`src/rtl/pad_pkg.sv`:
```
`default_nettype none
// ----------------------------------------------------------------------------
// pad_pkg
// Shared types and constants for the polar angle and distance pipeline.
// ----------------------------------------------------------------------------
package pad_pkg;

   // coordinate format
   localparam int COORD_BITS = 20;
   localparam int DIFF_W     = COORD_BITS + 1;
   localparam int TOL_W      = 21;
   localparam int CMP_W      = (COORD_BITS > TOL_W) ? COORD_BITS : TOL_W;

   // CORDIC datapath: magnitudes scaled by 2^8, two growth bits and a sign
   localparam int GUARD_BITS = 8;
   localparam int VEC_W      = COORD_BITS + GUARD_BITS + 3;
   localparam int ZW         = 32;
   localparam int EXTRA_FRAC = 8;
   localparam int QW         = ZW + 1 - EXTRA_FRAC;

   // squared length and square root
   localparam int SQ_FULL_W  = 2 * COORD_BITS + 1;
   localparam int SQ_W       = (SQ_FULL_W > 64) ? 64 : SQ_FULL_W;
   localparam int DIST_SHIFT = 8;
   localparam int M_W        = SQ_W + DIST_SHIFT;
   localparam int SQ_STEPS   = (M_W + 1) / 2;
   localparam int M_PAD_W    = 2 * SQ_STEPS;
   localparam int RW         = SQ_STEPS + 2;

   // result fields
   localparam int ANGLE_W    = 25;
   localparam int DIST_W     = 25;
   localparam int DSQ_OUT_W  = 41;

   // register file
   localparam int CSR_ADDR_W = 3;
   localparam int CSR_DATA_W = 32;
   localparam logic [CSR_ADDR_W-3:0] CSR_IDX_AXIS_TOL = '0;
   localparam logic [TOL_W-1:0] TOL_RESET = TOL_W'(1);

   // angles in degrees, 16 fraction bits
   localparam logic [ANGLE_W-1:0] DEG90  = ANGLE_W'(5898240);
   localparam logic [ANGLE_W-1:0] DEG180 = ANGLE_W'(11796480);
   localparam logic [ANGLE_W-1:0] DEG270 = ANGLE_W'(17694720);
   localparam logic [ANGLE_W-1:0] DEG360 = ANGLE_W'(23592960);

   // round(atan(2^-i) * 180/pi * 2^24)
   localparam logic signed [ZW-1:0] ATAN_Q24 [0:31] = '{
      32'sd754974720, 32'sd445687602, 32'sd235489088, 32'sd119537938,
      32'sd60000934,  32'sd30029717,  32'sd15018523,  32'sd7509720,
      32'sd3754917,   32'sd1877466,   32'sd938734,    32'sd469367,
      32'sd234684,    32'sd117342,    32'sd58671,     32'sd29335,
      32'sd14668,     32'sd7334,      32'sd3667,      32'sd1833,
      32'sd917,       32'sd458,       32'sd229,       32'sd115,
      32'sd57,        32'sd29,        32'sd14,        32'sd7,
      32'sd4,         32'sd2,         32'sd1,         32'sd0
   };

   // how the angle of an item is formed
   typedef logic [2:0] pad_kind_type;
   localparam pad_kind_type KIND_CORDIC = 3'd0;
   localparam pad_kind_type KIND_DEG0   = 3'd1;
   localparam pad_kind_type KIND_DEG90  = 3'd2;
   localparam pad_kind_type KIND_DEG180 = 3'd3;
   localparam pad_kind_type KIND_DEG270 = 3'd4;
   localparam pad_kind_type KIND_UNDEF  = 3'd5;

   typedef struct packed {
      logic signed [COORD_BITS-1:0] origin_x;
      logic signed [COORD_BITS-1:0] origin_y;
      logic signed [COORD_BITS-1:0] target_x;
      logic signed [COORD_BITS-1:0] target_y;
   } pad_req_type;

   typedef struct packed {
      logic [ANGLE_W-1:0]   angle_deg;
      logic [DIST_W-1:0]    distance;
      logic [DSQ_OUT_W-1:0] distance_squared;
      logic                 status;
   } pad_rsp_type;

   typedef struct packed {
      pad_kind_type    kind;
      logic            dx_neg;
      logic            dy_neg;
      logic [SQ_W-1:0] dsq;
   } pad_side_type;

   typedef struct packed {
      logic signed [VEC_W-1:0] x;
      logic signed [VEC_W-1:0] y;
      logic signed [ZW-1:0]    z;
      logic [M_PAD_W-1:0]      m;
      logic [RW-1:0]           rem;
      logic [SQ_STEPS-1:0]     res;
      pad_side_type            side;
   } pad_cell_type;

endpackage
`default_nettype wire

```
`src/rtl/pad_front.sv`:
```
`default_nettype none
// ----------------------------------------------------------------------------
// pad_front
// Difference vector, magnitudes, squares, axis tests and cell-row seeding.
// ----------------------------------------------------------------------------
module pad_front (
   input  logic                        clock,
   input  logic                        reset,
   input  logic [pad_pkg::TOL_W-1:0]   tolerance,
   input  logic                        req_valid,
   input  pad_pkg::pad_req_type        req_data,
   input  logic [2:0]                  accept,
   output logic [2:0]                  valid,
   output pad_pkg::pad_cell_type       cell_out
);
   import pad_pkg::*;

   logic [2:0] vld_ff;

   // stage A: differences
   logic signed [DIFF_W-1:0] dx_ff, dy_ff, dx_in, dy_in;

   // stage B: magnitudes, squares, angle kind
   logic signed [DIFF_W-1:0]     ax_wide, ay_wide;
   logic signed [2*DIFF_W-1:0]   sqx_full, sqy_full;
   logic [COORD_BITS-1:0]        ax_ff, ay_ff, ax_in, ay_in;
   logic [2*COORD_BITS-1:0]      sqx_ff, sqy_ff, sqx_in, sqy_in;
   pad_kind_type                 kind_ff, kind_in;
   logic                         dxn_ff, dyn_ff;
   logic                         x_axis, y_axis, dx_pos, dy_pos;

   // stage C: seed of the cell row
   logic [SQ_FULL_W-1:0] dsq_full;
   logic [SQ_W-1:0]      dsq;
   pad_cell_type         cell_ff, cell_in;

   assign dx_in = DIFF_W'($signed(req_data.target_x)) - DIFF_W'($signed(req_data.origin_x));
   assign dy_in = DIFF_W'($signed(req_data.target_y)) - DIFF_W'($signed(req_data.origin_y));

   always_comb begin
      ax_wide  = dx_ff[DIFF_W-1] ? -dx_ff : dx_ff;
      ay_wide  = dy_ff[DIFF_W-1] ? -dy_ff : dy_ff;
      ax_in    = ax_wide[COORD_BITS-1:0];
      ay_in    = ay_wide[COORD_BITS-1:0];
      sqx_full = dx_ff * dx_ff;
      sqy_full = dy_ff * dy_ff;
      sqx_in   = sqx_full[2*COORD_BITS-1:0];
      sqy_in   = sqy_full[2*COORD_BITS-1:0];
      x_axis   = CMP_W'(ax_in) < CMP_W'(tolerance);
      y_axis   = CMP_W'(ay_in) < CMP_W'(tolerance);
      dx_pos   = !dx_ff[DIFF_W-1] && (dx_ff != '0);
      dy_pos   = !dy_ff[DIFF_W-1] && (dy_ff != '0);
      if ((x_axis && y_axis) || ((ax_in == '0) && (ay_in == '0))) begin
         kind_in = KIND_UNDEF;
      end else if (x_axis) begin
         kind_in = dy_pos ? KIND_DEG90 : KIND_DEG270;
      end else if (y_axis) begin
         kind_in = dx_pos ? KIND_DEG0 : KIND_DEG180;
      end else begin
         kind_in = KIND_CORDIC;
      end
   end

   always_comb begin
      dsq_full         = SQ_FULL_W'(sqx_ff) + SQ_FULL_W'(sqy_ff);
      dsq              = dsq_full[SQ_W-1:0];
      cell_in.x        = VEC_W'({ax_ff, {GUARD_BITS{1'b0}}});
      cell_in.y        = VEC_W'({ay_ff, {GUARD_BITS{1'b0}}});
      cell_in.z        = '0;
      cell_in.m        = M_PAD_W'({dsq, {DIST_SHIFT{1'b0}}});
      cell_in.rem      = '0;
      cell_in.res      = '0;
      cell_in.side.kind   = kind_ff;
      cell_in.side.dx_neg = dxn_ff;
      cell_in.side.dy_neg = dyn_ff;
      cell_in.side.dsq    = dsq;
   end

   always_ff @(posedge clock) begin
      if (reset) begin
         vld_ff <= '0;
      end else begin
         if (accept[0]) vld_ff[0] <= req_valid;
         if (accept[1]) vld_ff[1] <= vld_ff[0];
         if (accept[2]) vld_ff[2] <= vld_ff[1];
      end
   end

   always_ff @(posedge clock) begin
      if (accept[0]) begin
         dx_ff <= dx_in;
         dy_ff <= dy_in;
      end
      if (accept[1]) begin
         ax_ff   <= ax_in;
         ay_ff   <= ay_in;
         sqx_ff  <= sqx_in;
         sqy_ff  <= sqy_in;
         kind_ff <= kind_in;
         dxn_ff  <= dx_ff[DIFF_W-1];
         dyn_ff  <= dy_ff[DIFF_W-1];
      end
      if (accept[2]) cell_ff <= cell_in;
   end

   assign valid    = vld_ff;
   assign cell_out = cell_ff;

endmodule
`default_nettype wire

```
`config.mk`:
```
export PLATFORM = sky130hd
export DESIGN_NAME = pad_front
export DESIGN_NICKNAME = d
export VERILOG_FILES = /design/src/rtl/pad_pkg.sv /design/src/rtl/pad_front.sv
export SDC_FILE = /design/constraint.sdc
export NUM_CORES = 2
export LEC_CHECK = 0
export ABC_AREA = 1
export BUFFER_PORTS_ARGS = -buffer_cell sky130_fd_sc_hd__buf_2
export CORE_MARGIN = 10
export CORE_UTILIZATION = 50
export DETAILED_ROUTE_END_ITERATION = 16
export PLACE_DENSITY = 0.76
export SKIP_LAST_GASP = 1
export SYNTH_ARGS = -nofsm -noshare
export SYNTH_HDL_FRONTEND = slang
export SYNTH_SLANG_ARGS = --single-unit
```
`constraint.sdc`:
```
create_clock -name clock -period 15.15 [get_ports clock]
set_input_delay 2.2725 -clock clock [delete_from_list [all_inputs] [get_ports clock]]
set_output_delay 2.2725 -clock clock [all_outputs]
set_load 0.005 [all_outputs]
```
# Yosys cells after proc, flatten, opt, wreduce, memory -nomap -nowiden
# Index checks and enable logic that the tools add are counted.
[classes]
mul = 2
mux = 6
n_reduce_logical = 11
n_addsub = 5
order_cmp = 2
[op_table]
columns = ["cell", "count"]
rows = [
  ["$mul 21x21->40", 2],
  ["$lt 20x21->1", 2],
  ["$reduce_bool 21->1", 2],
  ["$sub 20x20->21", 2],
  ["$add 40x40->41", 1],
  ["$logic_not 20->1", 2],
  ["$mux 20", 2],
  ["$neg 20->20", 2],
  ["$mux 3", 2],
  ["$logic_and 1x1->1", 4],
  ["$mux 2", 2],
  ["$logic_not 1->1", 2],
  ["$logic_or 1x1->1", 1],
]
[totals]
inputBits = 107
word_cells = 44
reg_bits = 256

# Longest topological paths before layout
[depth]
word_depth = 5
mapped_depth = 30

# Least setup slack after synthesis
# No wires, ideal clock.
[synth_timing]
path_type = "flip-flop to flip-flop"
start = "register dx_ff[20]"
end = "register sqx_ff[39] (data pin)"
setup_time_ns = 0.256
path_slack_ns = 8.225
t_arrival_ns = 6.669
path_buffers = 4
stages_incl_launch_ff = 28
path_cell_list = "edfxtp_1 -> buf_4 -> buf_2 -> buf_2 -> buf_1 -> nand2_1 -> inv_1 -> fa_1 -> fa_1 -> inv_1 -> fa_1 -> inv_1 -> fa_1 -> fa_1 -> fa_1 -> inv_1 -> fa_1 -> inv_1 -> ha_1 -> nand2_1 -> nor2_1 -> inv_1 -> nor4_1 -> o21ai_0 -> nand2_1 -> nor2_1 -> nand3_1 -> nand2_1"
[synth_between]
elab_chain_len = 1
[synth_rtl]
columns = ["element", "line", "text"]
rows = [
  ["from (decl)", "pad_front.sv:21", "logic signed [DIFF_W-1:0] dx_ff, dy_ff, dx_in, dy_in;"],
  ["from (signal assigned)", "pad_front.sv:91", "dx_ff <= dx_in;"],
  ["$mul 21x21->40", "pad_front.sv:45", "sqx_full = dx_ff * dx_ff;"],
  ["net sqx_full[39]", "pad_front.sv:25", "logic signed [2*DIFF_W-1:0] sqx_full, sqy_full;"],
  ["to (signal assigned)", "pad_front.sv:97", "sqx_ff <= sqx_in;"],
  ["to (decl)", "pad_front.sv:27", "logic [2*COORD_BITS-1:0] sqx_ff, sqy_ff, sqx_in, sqy_in;"],
]
# The timed path passes the listed nets, and every way through them passes these cells.
# A chain may end at the register's enable or synchronous reset.

# Worst setup path in the final report
[layout_timing]
start = "register dy_ff[1]"
end = "register sqy_ff[39] (data pin)"
[layout_between]
elab_chain_len = 1
[layout_rtl]
columns = ["element", "line", "text"]
rows = [
  ["from (decl)", "pad_front.sv:21", ""],
  ["from (signal assigned)", "pad_front.sv:92", "dy_ff <= dy_in;"],
  ["$mul 21x21->40", "pad_front.sv:46", "sqy_full = dy_ff * dy_ff;"],
  ["net sqy_full[39]", "pad_front.sv:25", ""],
  ["to (signal assigned)", "pad_front.sv:98", "sqy_ff <= sqy_in;"],
  ["to (decl)", "pad_front.sv:27", ""],
]
# The timed path passes the listed nets, and every way through them passes these cells.

==> impl_metrics.json <==
{
  "routedWlPerCell_um": 18.0,
  "cts_made_buffers": 30,
  "clk_latency_ns": 0.60,
  "io_pins": 352,
  "viasPerCell": 5.10,
  "coreArea_mm2": 0.0901,
  "slew_headroom": 0.184,
  "drc": 0,
  "gp_congestion": 0.974,
  "worstSetupStartpointType": "flip-flop",
  "min_path_type": "reg -> reg",
  "grt_usage": 0.231,
  "drv_cap": 0,
  "rsz0062_at_grt": "false",
  "worst_slew_pin_slew_ns": 1.22,
  "multi_input_area_mm2": 0.0312,
  "path_cells": "nand2_1 > inv_1 > fa_1 > ha_1 > inv_1 > fa_1 > inv_1 > fa_1 > inv_1 > fa_1 > fa_1 > fa_1 > inv_1 > ha_1 > nand2_1 > nor2_1 > inv_1 > nor4_1 > nand3_1 > nand3_1 > inv_1 > nand2_1 > nand2_1",
  "fin_crit_sh": 0.489,
  "final_hold_viol_count": 0,
  "synth-async-reset-ratio": 0,
  "setup_violations": 0,
  "synth_edf_count": 249,
  "grt_max_degree": 80,
  "slowest_stage": "edfxtp_1",
  "h-tree-depth": 1,
  "clkTransAtPathRegs_ns": 0.08,
  "cts.sinks": 252,
  "synth.top_cells.by_area": "fa_1 (35%), edfxtp_1 (16%), inv_1 (12%)",
  "detail_route.iter0.violations": 2460,
  "final_area_mm2": 0.0482,
  "dr.pass1.iters": 8,
  "dr_wl_met3_um": 12600,
  "die-area_mm2": 0.103,
  "route.met2.wl_um": 53900,
  "start_util": 0.504,
  "crit_fanout": 25,
  "arrival_ns": 7.74,
  "fin_ws_ns": 7.75,
  "fin_util": 0.535,
  "max_stage_delay_ns": 1.05,
  "yosys.area.top_type": "fa_1",
  "ys_warn_count": 0,
  "final-seq-area_mm2": 0.00754,
  "drive_gt1_frac": 0.0685,
  "crit_type": "reg -> reg",
  "synth_cell_types": 54,
  "post_cts_buffers": 0,
  "grt_pass1_wl_um": 190000,
  "crit_top_cell": "inv_1",
  "syn_area_per_cell_um2": 8.69,
  "fmax_mhz": 135,
  "port-buffer-count": 236,
  "wl_um": 119000,
  "hpwl_um": 100000,
  "die_w_um": 322,
  "cp-end-kind": "flip-flop",
  "cts_tree": "yes",
  "syn_area_mm2": 0.0455,
  "synth-seq-area-share": 0.166,
  "ys_seq_elements": 252,
  "cts_hold_buf": 0,
  "antenna_found_initial": 7,
  "cts_buffer_depth": 3,
  "finClkSkew_ns": 0.0284,
  "placed_area_mm2": 0.0472,
  "vias": 33600,
  "synth_cells": 5235,
  "die_h_um": 322,
  "area_growth_syn_to_layout_pct": 6.06,
  "grt.overflow.total": 0,
  "cts_resized": 0,
  "antenna_left": 0,
  "row_count": 110,
  "grt_pass1_vias": 35900,
  "fin_tns_setup_ns": 0,
  "pre_cts_slack_ns": 7.79,
  "worstPathRequired_ns": 15.48,
  "status": "complete, no violations",
  "dr.max_layer_used": "met5",
  "slew_viol_final": 0,
  "nets": 6660,
  "fin_crit_ns": 7.40,
  "synth.top_cell.area_share": 0.353,
  "root_buffer": "clkbuf_16",
  "ys.flop_type": "edfxtp_1",
  "fill_cells": 8194,
  "met1_length_um": 48800
}
[metal layers]
layer	up-vias	track usage
met4	8	0.0610
met5	-	0
li1	15700	-
met3	189	0.0629
met1	16300	0.301
met2	1426	0.375
[critical path, delay by kind of cell, from the launching register on]
kind | cells | cell delay, ns
buffers and inverters | 7 | 0.72
flip-flops | 1 | 1.05
AND/OR/NAND/NOR | 8 | 1.18
adder cells (fa/ha/maj) | 8 | 4.16
[per-stage QoR]
step | cells | hold WS (ns)
5_1_grt | 6581 | 0.419
4_1_cts | 6581 | 0.416
2_1_floorplan | 5349 | 0.400
6_report | 6583 | 0.420
3_3_place_gp | 6526 | 0.403
3_5_place_dp | 6526 | 0.405
[state kept, by name (all words and copies together), names as in the netlist]
signal    cells
ax_ff        20
ay_ff        20
cell_out     86
dx_ff        21
dxn_ff        1
dy_ff        21
dyn_ff        1
kind_ff       3
sqx_ff       38
sqy_ff       38
valid         3
[cell usage in the layout (no fill, tap or decap), types with 29 or more instances in the layout]
master	n
inv_1	1462
nor2_1	267
a31oi_1	29
clkbuf_16	31
conb_1	115
nand3_1	132
nand2_1	946
a21oi_1	182
ha_1	369
xor2_1	127
fa_1	802
xnor2_1	66
buf_2	234
o21ai_0	107
buf_4	36
edfxtp_1	249
[synth_stat cells, types with 4 or more instances]
library cell / count
o21ai_0: 108
a21boi_0: 6
nor4_1: 14
nand2_1: 946
ha_1: 369
nand2_2: 8
nand3_2: 4
fa_1: 802
buf_4: 159
o21bai_1: 22
and3_1: 4
a21o_1: 25
o211ai_1: 10
a31o_2: 5
o21ai_1: 11
nor3_1: 22
nor2_4: 4
o21ai_2: 5
buf_2: 16
o21a_1: 4
nand3_1: 132
nand4_1: 28
clkbuf_1: 73
xor2_1: 127
edfxtp_1: 249
a31oi_1: 29
a21oi_2: 4
inv_1: 1462
buf_1: 17
a21oi_1: 182
xnor2_1: 66
nor2_1: 267
nor2_2: 11
o221ai_1: 9
[area by class of cell]
type | count | share of cell area
Clock buffer | 33 | 0.0162
Antenna cell | 2 | 0.000104
Tap cell | 1176 | 0.0305
Multi-Input combinational cell | 3365 | 0.647
Clock inverter | 22 | 0.00576
Inverter | 1463 | 0.114
Sequential cell | 252 | 0.156
Timing Repair Buffer | 270 | 0.0299
[path summary, 6_finish.rpt]
check | endpoint | slack [ns] | startpoint | depth (start not counted)
worst min register to register | cell_out[200] | 0.42 | ay_ff[12] | 0
worst min-delay path | cell_out[200] | 0.42 | ay_ff[12] | 0
worst max register to register | sqy_ff[39] | 7.75 | dy_ff[1] | 23
worst max-delay path | sqy_ff[39] | 7.75 | dy_ff[1] | 23
[cell families (layout without fill, tap and decap cells)]
logic type,Yosys count,in the layout,synth area share
flops,252,252,0.166
buf+inv,1732,1788,0.157
xor+xnor,193,193,0.0372
compound gates,435,435,0.0555
simple gates,1448,1448,0.129
mux,3,3,0.000660
other cells,1,117,0.0000825
fa+ha+maj,1171,1171,0.455
Power is left out: the tool's default activity adds up to more than one toggle a clock period on the data nets, which glitch-free logic cannot reach.
