===== src/rtl/pad_pkg.sv =====
`default_nettype none
// ----------------------------------------------------------------------------
// pad_pkg
// Shared types and constants for the polar angle and distance pipeline.
// ----------------------------------------------------------------------------
package pad_pkg;

   // coordinate format
   localparam int COORD_BITS = 20;
   localparam int DIFF_W     = COORD_BITS + 1;
   localparam int TOL_W      = 21;
   localparam int CMP_W      = (COORD_BITS > TOL_W) ? COORD_BITS : TOL_W;

   // CORDIC datapath: magnitudes scaled by 2^8, two growth bits and a sign
   localparam int GUARD_BITS = 8;
   localparam int VEC_W      = COORD_BITS + GUARD_BITS + 3;
   localparam int ZW         = 32;
   localparam int EXTRA_FRAC = 8;
   localparam int QW         = ZW + 1 - EXTRA_FRAC;

   // squared length and square root
   localparam int SQ_FULL_W  = 2 * COORD_BITS + 1;
   localparam int SQ_W       = (SQ_FULL_W > 64) ? 64 : SQ_FULL_W;
   localparam int DIST_SHIFT = 8;
   localparam int M_W        = SQ_W + DIST_SHIFT;
   localparam int SQ_STEPS   = (M_W + 1) / 2;
   localparam int M_PAD_W    = 2 * SQ_STEPS;
   localparam int RW         = SQ_STEPS + 2;

   // result fields
   localparam int ANGLE_W    = 25;
   localparam int DIST_W     = 25;
   localparam int DSQ_OUT_W  = 41;

   // register file
   localparam int CSR_ADDR_W = 3;
   localparam int CSR_DATA_W = 32;
   localparam logic [CSR_ADDR_W-3:0] CSR_IDX_AXIS_TOL = '0;
   localparam logic [TOL_W-1:0] TOL_RESET = TOL_W'(1);

   // angles in degrees, 16 fraction bits
   localparam logic [ANGLE_W-1:0] DEG90  = ANGLE_W'(5898240);
   localparam logic [ANGLE_W-1:0] DEG180 = ANGLE_W'(11796480);
   localparam logic [ANGLE_W-1:0] DEG270 = ANGLE_W'(17694720);
   localparam logic [ANGLE_W-1:0] DEG360 = ANGLE_W'(23592960);

   // round(atan(2^-i) * 180/pi * 2^24)
   localparam logic signed [ZW-1:0] ATAN_Q24 [0:31] = '{
      32'sd754974720, 32'sd445687602, 32'sd235489088, 32'sd119537938,
      32'sd60000934,  32'sd30029717,  32'sd15018523,  32'sd7509720,
      32'sd3754917,   32'sd1877466,   32'sd938734,    32'sd469367,
      32'sd234684,    32'sd117342,    32'sd58671,     32'sd29335,
      32'sd14668,     32'sd7334,      32'sd3667,      32'sd1833,
      32'sd917,       32'sd458,       32'sd229,       32'sd115,
      32'sd57,        32'sd29,        32'sd14,        32'sd7,
      32'sd4,         32'sd2,         32'sd1,         32'sd0
   };

   // how the angle of an item is formed
   typedef logic [2:0] pad_kind_type;
   localparam pad_kind_type KIND_CORDIC = 3'd0;
   localparam pad_kind_type KIND_DEG0   = 3'd1;
   localparam pad_kind_type KIND_DEG90  = 3'd2;
   localparam pad_kind_type KIND_DEG180 = 3'd3;
   localparam pad_kind_type KIND_DEG270 = 3'd4;
   localparam pad_kind_type KIND_UNDEF  = 3'd5;

   typedef struct packed {
      logic signed [COORD_BITS-1:0] origin_x;
      logic signed [COORD_BITS-1:0] origin_y;
      logic signed [COORD_BITS-1:0] target_x;
      logic signed [COORD_BITS-1:0] target_y;
   } pad_req_type;

   typedef struct packed {
      logic [ANGLE_W-1:0]   angle_deg;
      logic [DIST_W-1:0]    distance;
      logic [DSQ_OUT_W-1:0] distance_squared;
      logic                 status;
   } pad_rsp_type;

   typedef struct packed {
      pad_kind_type    kind;
      logic            dx_neg;
      logic            dy_neg;
      logic [SQ_W-1:0] dsq;
   } pad_side_type;

   typedef struct packed {
      logic signed [VEC_W-1:0] x;
      logic signed [VEC_W-1:0] y;
      logic signed [ZW-1:0]    z;
      logic [M_PAD_W-1:0]      m;
      logic [RW-1:0]           rem;
      logic [SQ_STEPS-1:0]     res;
      pad_side_type            side;
   } pad_cell_type;

endpackage
`default_nettype wire


===== src/rtl/pad_back.sv =====
`default_nettype none
// ----------------------------------------------------------------------------
// pad_back
// Angle rounding and clamp, quadrant fold and the result register.
// ----------------------------------------------------------------------------
module pad_back (
   input  logic                  clock,
   input  logic                  reset,
   input  logic [1:0]            accept,
   input  logic                  valid_in,
   input  pad_pkg::pad_cell_type d_in,
   output logic [1:0]            valid,
   output pad_pkg::pad_rsp_type  rsp_out
);
   import pad_pkg::*;

   logic [1:0] vld_ff;

   // stage D: first-quadrant angle
   logic [ZW:0]            z_round;
   logic [QW-1:0]          q_w;
   logic [ANGLE_W-1:0]     ang_ff, ang_in;
   pad_side_type           side_ff;
   logic [SQ_STEPS-1:0]    res_ff;

   // stage E: result
   pad_rsp_type            rsp_ff, rsp_in;

   always_comb begin
      z_round = {1'b0, d_in.z} + (ZW+1)'(1 << (EXTRA_FRAC - 1));
      q_w     = z_round[ZW:EXTRA_FRAC];
      if (d_in.z[ZW-1]) begin
         ang_in = '0;
      end else if (q_w > QW'(DEG90)) begin
         ang_in = DEG90;
      end else begin
         ang_in = ANGLE_W'(q_w);
      end
   end

   always_comb begin
      rsp_in.distance         = DIST_W'(res_ff);
      rsp_in.distance_squared = DSQ_OUT_W'(side_ff.dsq);
      rsp_in.status           = 1'b0;
      case (side_ff.kind)
         KIND_CORDIC: begin
            if (!side_ff.dx_neg && !side_ff.dy_neg) begin
               rsp_in.angle_deg = ang_ff;
            end else if (!side_ff.dx_neg) begin
               // fourth quadrant; a zero angle would fold to a full turn
               rsp_in.angle_deg = (ang_ff == '0) ? '0 : DEG360 - ang_ff;
            end else if (!side_ff.dy_neg) begin
               rsp_in.angle_deg = DEG180 - ang_ff;
            end else begin
               rsp_in.angle_deg = DEG180 + ang_ff;
            end
         end
         KIND_DEG0:   rsp_in.angle_deg = '0;
         KIND_DEG90:  rsp_in.angle_deg = DEG90;
         KIND_DEG180: rsp_in.angle_deg = DEG180;
         KIND_DEG270: rsp_in.angle_deg = DEG270;
         default: begin
            rsp_in.angle_deg = '0;
            rsp_in.status    = 1'b1;
         end
      endcase
   end

   always_ff @(posedge clock) begin
      if (reset) begin
         vld_ff <= '0;
      end else begin
         if (accept[0]) vld_ff[0] <= valid_in;
         if (accept[1]) vld_ff[1] <= vld_ff[0];
      end
   end

   always_ff @(posedge clock) begin
      if (accept[0]) begin
         ang_ff  <= ang_in;
         side_ff <= d_in.side;
         res_ff  <= d_in.res;
      end
      if (accept[1]) rsp_ff <= rsp_in;
   end

   assign valid   = vld_ff;
   assign rsp_out = rsp_ff;

endmodule
`default_nettype wire


===== config.mk =====
export PLATFORM = sky130hd
export DESIGN_NAME = pad_back
export DESIGN_NICKNAME = d
export VERILOG_FILES = /design/src/rtl/pad_pkg.sv /design/src/rtl/pad_back.sv
export SDC_FILE = /design/constraint.sdc
export NUM_CORES = 1
export LEC_CHECK = 0
export ABC_CLOCK_PERIOD_IN_PS = 3290
export BUFFER_PORTS_ARGS = -buffer_cell sky130_fd_sc_hd__clkbuf_2
export CORE_ASPECT_RATIO = 1.1
export CORE_MARGIN = 2
export CORE_UTILIZATION = 48
export DETAILED_ROUTE_END_ITERATION = 16
export MAX_ROUTING_LAYER = met4
export PLACE_DENSITY = 0.85
export SLEW_MARGIN = 10
export SYNTH_ARGS = -nofsm -noshare
export SYNTH_HDL_FRONTEND = slang
export SYNTH_SLANG_ARGS = --single-unit

===== constraint.sdc =====
create_clock -name clock -period 3.29 [get_ports clock]
set_clock_uncertainty 0.1 [all_clocks]
set_input_delay 0.4935 -clock clock [delete_from_list [all_inputs] [get_ports clock]]
set_output_delay 0.4935 -clock clock [all_outputs]
set_load 0.01 [all_outputs]

-- Word level (Yosys, flattened, before mapping)
Cells that the tools add are included.
- register bits: 190
- bits in latches: 0
- RAM bits: 0
- memory bits (read-only): 0
- logic and storage cells: 36
- memories kept: 0
- add/subtract/negate cells: 4
- multipliers: 0
- div/mod/pow operators: 0
- $lt $le $gt $ge: 1
- equal/unequal tests: 4
- shift operators: 0
- mux-type cells: 7
- bitwise gates (word level): 0
- reduce and logical (&&, ||, !) cells: 7
- operators by type and width (kind ; number):
    two-way mux 25 bit ; 4
    one-hot mux 25 bit (4 select lines) ; 1
    adder 32 x 8 -> 33 bit (second input constant) ; 1
    adder 24 x 25 -> 25 bit (first input constant) ; 1
    > comparator 25 x 23 -> 1 bit (second input constant) ; 1
    zero test 25 bit ; 1
    subtractor 24 x 25 -> 25 bit (first input constant) ; 1
    subtractor 25 bit (first input constant) ; 1
    two-way mux 23 bit ; 1
    == test 3 x 2 -> 1 bit (second input constant) ; 2
    OR reduction 5 bit ; 1
    == test 3 x 1 -> 1 bit (second input constant) ; 1
    == test 3 bit (second input constant) ; 1
    zero test 3 bit ; 1
    zero test 1 bit ; 2
    OR reduction 2 bit ; 1
    logical AND 1 bit ; 1
    two-way mux 1 bit ; 1

-- Depth between registers and ports, before layout
Gate-level depths: netlist (run 1).
- depth after elaboration: 5
- gate-level depth with buffers: 10
- gate-level depth less buffers: 9

-- Worst setup path after synthesis (run 1)
No wires, ideal clock.
- path type: input -> register
- start point: input port d_in[157] (netlist bit)
- end point: register ang_ff[14] (data pin)
- setup time: 0.269 ns
- data arrival time: 2.577 ns
- required time: 2.921 ns
- slack: 0.344 ns
- stages on the path: 9
- buffers on the path: 2
- cell sequence: buf_4 > nand3_1 > or4_1 > or3_1 > nand4_1 > nor2b_1 > o31ai_4 > buf_6 > nor3_2
- word-level cells in the longest chain between the ends: 3
- RTL lines (element ; RTL line ; text):
    start, declared ; pad_back.sv:11 ; input pad_pkg::pad_cell_type d_in,
    adder 32 x 8 -> 33 bit (*) ; pad_back.sv:30 ; z_round = {1'b0, d_in.z} + (ZW+1)'(1 << (EXTRA_FRAC - 1));
    > comparator 25 x 23 -> 1 bit ; pad_back.sv:34 ; end else if (q_w > QW'(DEG90)) begin
    OR reduction 2 bit (no line) ; - ;
    end signal, assigned ; pad_back.sv:80 ; ang_ff <= ang_in;
    end, declared ; pad_back.sv:22 ; logic [ANGLE_W-1:0] ang_ff, ang_in;
Mark *: on every way between the ends. The rest lies on a longest branch, timed or not.
A chain may end at the register's enable or synchronous reset.

==> results of run 1 <==
==> through the flow <==
stage	setup WS, ns	hold slack [ns]	util, %	cells
6_report	0.176	0.134	61.2	1003
4_1_cts	0.171	0.121	61.1	1002
3_3_place_gp	0.202	0.300	57.6	970
5_1_grt	0.00419	0.120	61.2	1003
2_1_floorplan	0.344	0.300	-	563
3_5_place_dp	0.201	0.305	57.6	970
==> registers in the layout, summed over array words and instances (netlist names) <==
| signal | cells |
|---|---|
| valid | 2 |
| rsp_in | 41 |
| rsp_out | 92 |
| res_ff | 25 |
| side_ff | 5 |
| ang_ff | 25 |
==> worst register-to-register path, cell delays in order (launching register included) <==
cell and delay, ns:
edfxtp_1 0.47, or4_4 0.61, or4_4 0.55, or3_4 0.36, a21o_1 0.22, and3_2 0.21, a32oi_1 0.19, o21ai_0 0.13
==> cells by family after synthesis <==
family | count (synthesis) | synth area share, %
flip-flops | 190 | 70.9
AND/OR/NAND/NOR | 188 | 12.7
AO/OA/AOI/OAI | 97 | 8.57
XOR/XNOR | 39 | 4.26
buffers and inverters | 37 | 2.01
adder cells (fa/ha/maj) | 6 | 0.937
multiplexers | 4 | 0.515
other | 1 | 0.0468
==> layout make-up <==
cell class                      instances  area [um2]  area share, %
Clock inverter                         15         151           1.51
Tap cell                              204         255           2.55
Antenna cell                            1        2.50         0.0250
Timing Repair Buffer                  226        1270           12.6
Clock buffer                           17         425           4.25
Multi-Input combinational cell        336        2170           21.7
Sequential cell                       190        5690           56.8
Inverter                               14        52.6          0.525
==> synthesized netlist by cell type (4+ instances only) <==
master / n / area [um2]
nor3_1: 20 / 100
buf_2: 8 / 40.0
and3_1: 4 / 25.0
and2_1: 6 / 37.5
xor2_1: 13 / 114
and4_1: 4 / 35.0
nand3b_1: 5 / 37.5
a31oi_1: 8 / 50.1
nand3_1: 17 / 85.1
o31ai_1: 4 / 30.0
a21oi_1: 19 / 95.1
o21ai_0: 23 / 115
inv_1: 14 / 52.6
or3_1: 5 / 31.3
ha_1: 6 / 75.1
a211oi_1: 5 / 37.5
nor4_1: 10 / 62.6
nand2_1: 28 / 105
edfxtp_1: 188 / 5650
nor2_1: 54 / 203
nand2b_1: 4 / 25.0
xnor2_1: 26 / 228
a21o_1: 6 / 45.0
clkbuf_1: 12 / 45.0
nand4_1: 11 / 68.8
==> power by group through the flow <==
stage               logic [mW]  clock network [mW]  registers, mW
global route             0.609                2.09           2.97
finish                   0.557                1.95           2.96
CTS                      0.557                1.99           2.96
detailed placement       0.553                   0           3.01
global placement         0.544                   0           3.00
floorplan                0.238                   0           3.02
==> routing by layer <==
layer / vias to the layer above / GRT usage (%) / part of all wire (%) / wire [um]
li1: 2614 / - / - / -
met1: 2677 / 28.5 / 40 / 7780
met2: 260 / 34.7 / 47 / 8970
met3: 37 / 7.57 / 11 / 2150
met4: 0 / 7.17 / 2.0 / 385
met5: - / - / 0 / 0
==> worst max-delay path by stage <==
| stage | endpoint | depth (start not counted) |
|---|---|---|
| 2_1_floorplan | ang_ff[14] | 9 |
| 3_3_place_gp | ang_ff[0] | 11 |
| 3_5_place_dp | rsp_out[90] | 7 |
| 4_1_cts | rsp_out[90] | 7 |
| 5_1_grt | rsp_out[91] | 7 |
| 6_report | rsp_out[90] | 7 |
==> impl_results.md, run 1 <==
- Number of remaining DRC errors: 0
- Average wire per standard cell: 19.2 um
- Max stage delay on crit path: between 0.6 and 0.7 ns
- Final HPWL DP: 14500 um
- Synthesis Warnings: 0
- Initial antenna violation count: 1
- Lkg Pwr: 3.86 nW
- H-tree levels: 4
- Sink Count: 190
- Worst-Margin Slew: around 0.70 ns
- Final setup fails: 0
- Setup TNS: 0 ns
- Post-synth EDFFs: 188
- Post_cts resized: 0
- R2R Path End: rsp_out[90]
- CP startpoint kind: register
- Unrepaired setup endpoints after global routing: false
- Postcts setup bufs: 0
- Worst path required time: 3.35 ns
- Core area: 16400 um2
- Number of max-cap violations: 0
- PwrDens: 545 nW/um2
- Vias: ~5600
- Total congestion overflow: 0
- Full die area: 17700 um2
- WP data arrival: approximately 3.2 ns
- Slew HR: 53.3%
- Final hold violation count: 0
- Most common cell after layout, fill and taps aside: clkbuf_2
- Final slew viol count: 0
- Syn Area/Cell: 14.3 um2
- Final Power: 5.46 mW
- Minimum clock period: between 3 and 4 ns
- Iteration-0 DRC Markers: 639
- Router iterations before antenna repair: 6
- Most frequent cells in the layout: clkbuf_2 (192), edfxtp_1 (188), nor2_1 (54)
- CP Class: reg -> reg
- Nets: 1038
- FFs w/ async S/R, synth: 0%
- Reg2Reg Depth: 7
- Worst-Skew Late Latency: 0.43 ns
- Crit path top cell by count: or4_4
- CP max stage cell: or4_4
- Reg clk slew, reported paths: 0.07 ns
- Synth Instances: ~560
- Clk root buf: clkbuf_16
- GRT Util Overall: between 20 and 25%
- Fmax achieved: approximately 320 MHz
- Port Buffers: 194
- Hold path endpoint: valid[1]
- Final GP Congestion: 0.911
- Finished Cell Area: 10000 um2
- Switching Share: 24.8%
- Yosys reg bits: 190
- Critical path, cell by cell: or4_4 -> or4_4 -> or3_4 -> a21o_1 -> and3_2 -> a32oi_1 -> o21ai_0
- Synth-to-layout area growth: 24.9%
- Post-synthesis sequential area ratio: 70.9%
- Buf+Inv Stages, Crit Path: 0
- Site Rows: 49
- Delay-heaviest family, CP: simple AND/OR/NAND/NOR gates
- Clock power share: 35.6%
- Top FF cell, synth: edfxtp_1
- Crit. Startpoint: ang_ff[11]
- Largest net degree at the start of global routing: 53
- Peak supply drop: 0.376 mV
- Vias in the first global route: 5305
- CP Capture Type: register
- CTS tree: built
- FF-to-FF setup slack: 0.18 ns
- Final ANT Viol Nets: 0
- Filler Cell Count: around 1300
- Share of layout cells above drive strength 1: 34.2%
- Total Wirelength: 19300 um
- Chip width: ~130 um
- Sequential share of power: 54.2%
- Post-synth cell types: 69
- DIE HEIGHT: ~140 um
- First-pass GRT wire length: 29200 um
- Psw: 1.35 mW
- Hold Buf Count CTS: 0
- Post-synthesis cell area: 8020 um2
- Gate power share: 10.2%
- Via density: 5.57
- Min-delay src: reset
- Reg2Reg Launch Point: ang_ff[11]
- HP Class: in -> reg
- CTS Buffer Depth: 2
- # IOs: 341
- Final period util: 94.7%
- Num CTS Buffers: 17
- Starting Density: 49.0%
- Min-Delay Path Depth: 2
- Outcome: complete, no violations
- Cell Int Power: approximately 4 mW
- CP max FO: 6
- Post-DP Area: 9430 um2
(Power assumes the default switching activity.)
==> run 2: changes to the inputs <==
==> config.mk (replaced) <==
export PLATFORM = sky130hd
export DESIGN_NAME = pad_back
export DESIGN_NICKNAME = d
export VERILOG_FILES = /design/src/rtl/pad_pkg.sv /design/src/rtl/pad_back.sv
export SDC_FILE = /design/constraint.sdc
export NUM_CORES = 1
export LEC_CHECK = 0
export ABC_CLOCK_PERIOD_IN_PS = 4000
export BUFFER_PORTS_ARGS = -buffer_cell sky130_fd_sc_hd__clkbuf_2
export CORE_AREA = 2 2 131 133
export DETAILED_ROUTE_END_ITERATION = 16
export DIE_AREA = 0 0 133 135
export MAX_ROUTING_LAYER = met4
export PLACE_DENSITY = 0.86
export SLEW_MARGIN = 10
export SYNTH_ARGS = -nofsm -noshare
export SYNTH_HDL_FRONTEND = slang
export SYNTH_SLANG_ARGS = --single-unit
==> constraint.sdc (replaced) <==
create_clock -name clock -period 4 [get_ports clock]
set_clock_uncertainty 0.1 [all_clocks]
set_input_delay 0.6 -clock clock [delete_from_list [all_inputs] [get_ports clock]]
set_output_delay 0.6 -clock clock [all_outputs]
set_load 0.01 [all_outputs]
==> impl_results.md, run 2 (synthesis gave the netlist of run 1 again) <==
- Setup TNS: 0 ns
- Postcts setup bufs: 0
- Site Rows: 47
- Minimum clock period: ~3.3 ns
- Chip width: 133 um
- DIE HEIGHT: 135 um
- Initial antenna violation count: 0
- Final setup fails: 0
- Slew HR: 38.5%
- Gate power share: 9.2%
- PwrDens: 466 nW/um2
- Average wire per standard cell: between 15 and 20 um
- Most frequent cells in the layout: clkbuf_2 (192), edfxtp_1 (188), nor2_1 (54)
- Final HPWL DP: 14300 um
- First-pass GRT wire length: 29000 um
- Peak supply drop: about 0.28 mV
- Lkg Pwr: 3.75 nW
- Vias in the first global route: 5091
- WP data arrival: 3.36 ns
- CP Capture Type: register
- Number of remaining DRC errors: 0
- Final ANT Viol Nets: 0
- Synth-to-layout area growth: 23.0%
- Vias: ~5400
- Hold path endpoint: valid[0]
- Cell Int Power: 3.49 mW
- CTS Buffer Depth: 2
- WHS: 0.241 ns
- Seq. cell area: 5690 um2
- Dpl ws: 0.550 ns
- Full die area: 18000 um2
- Share of layout cells above drive strength 1: about a third
- # IOs: 341
- Min-delay src: reset
- Via density: 5.45
- Iteration-0 DRC Markers: approximately 520
- Final GP Congestion: between 0.9 and 1
- CP startpoint kind: register
- Hold Buf Count CTS: 0
- GRT Util Overall: 22.4%
- Final slew viol count: 0
- Outcome: complete, no violations
- Fmax achieved: about 300 MHz
- Multi-input gate area: roughly 2200 um2
- Min-Delay Path Depth: 2
- Total Wirelength: 19100 um
- Starting Density: 48.9%
- CTS tree: built
- H-tree levels: 4
- HP Class: in -> reg
- Core area: 16400 um2
- Largest net degree at the start of global routing: 44
- FF-to-FF setup slack: around 0.7 ns
- Clock power share: 37.5%
- R2R Path End: rsp_out[78]
- CP Class: reg -> reg
- Post_cts resized: 0
- Unrepaired setup endpoints after global routing: false
- Switching Share: between 20% and 30%
- Total congestion overflow: 0
- Worst path required time: 4.05 ns
- Final core utilization: approximately 60%
- Ant. Diodes: 0
- Largest register FFs: roughly 90
- Reg clk slew, reported paths: roughly 0.07 ns
- Psw: about 1.1 mW
- Final Worst Setup Slack: 0.693 ns
- Clk root buf: clkbuf_16
- Number of max-cap violations: 0
- Sink Count: 190
- Final hold violation count: 0
- Router iterations before antenna repair: 5
- Final period util: between 80% and 90%
- Worst-Skew Late Latency: roughly 0.42 ns
- Most common cell after layout, fill and taps aside: clkbuf_2
- Nets: around 1000
- Port Buffers: 194
- Filler Cell Count: 1254
- Reg2Reg Depth: 7
- Reg2Reg Launch Point: ang_ff[11]
- Num CTS Buffers: 17
- Sequential share of power: a little over half
- Worst-Margin Slew: slightly above 0.9 ns
- CP max FO: 6
## run 2: changes by cell type in the layout (fill, tap and decap cells not counted)
cell	change
inv_12	-1
inv_6	-1
inv_8	+1
buf_12	-4
diode_2	-1
bufinv_16	+2
clkinv_4	-3
clkinv_8	+2
buf_4	-19
## run 2: power groups by stage
| stage | clock (mW) | combinational (mW) | sequential [mW] |
|---|---|---|---|
| 5_1_grt | 1.85 | 0.466 | 2.46 |
| 3_3_place_gp | 0 | 0.408 | 2.48 |
| 2_1_floorplan | 0 | 0.196 | 2.48 |
| 4_1_cts | 1.75 | 0.421 | 2.45 |
| 3_5_place_dp | 0 | 0.417 | 2.49 |
| 6_report | 1.72 | 0.421 | 2.45 |
## run 2: per-stage QoR
stage,cells,area [um2],total power [mW]
final,995,9860,4.59
after global routing,995,9860,4.78
after CTS,995,9860,4.62
after detailed placement,963,9230,2.91
after global placement,963,9230,2.89
after floorplan,563,8020,2.68
## run 2: worst max-delay path by stage
stage	depth (start not counted)	start	slack, ns	end
CTS	7	ang_ff[11]	0.77	rsp_out[78]
finish	7	ang_ff[11]	0.69	rsp_out[78]
global route	7	ang_ff[11]	0.62	rsp_out[78]
detailed placement	9	d_in[166]	0.55	ang_ff[8]
floorplan	9	d_in[157]	0.95	ang_ff[14]
global placement	9	d_in[166]	0.51	ang_ff[0]
## run 2: area by class of cell
type | instances | share of cell area [%]
repair buffers | 203 | 10.6
clock buffers | 17 | 4.32
clock inverters | 15 | 2.07
inverters | 14 | 0.533
multi-input cells | 336 | 22.0
flip-flops and latches | 190 | 57.7
well taps | 220 | 2.79
## run 2: worst max-delay path, stage by stage, from the launching register on
cell and delay, ns:
edfxtp_1 0.48, or4_4 0.61, or4_4 0.54, nor3_1 0.55
nand2_1 0.27, a21o_1 0.24, a21oi_1 0.16, nor2_1 0.08
## run 2: metal layers
metal,vias to the layer above,routed length (um),global-route usage (%)
li1,2569,-,-
met1,2530,7690,28.6
met2,287,8730,34.0
met3,32,2390,8.78
met4,0,250,5.50
met5,-,0,-
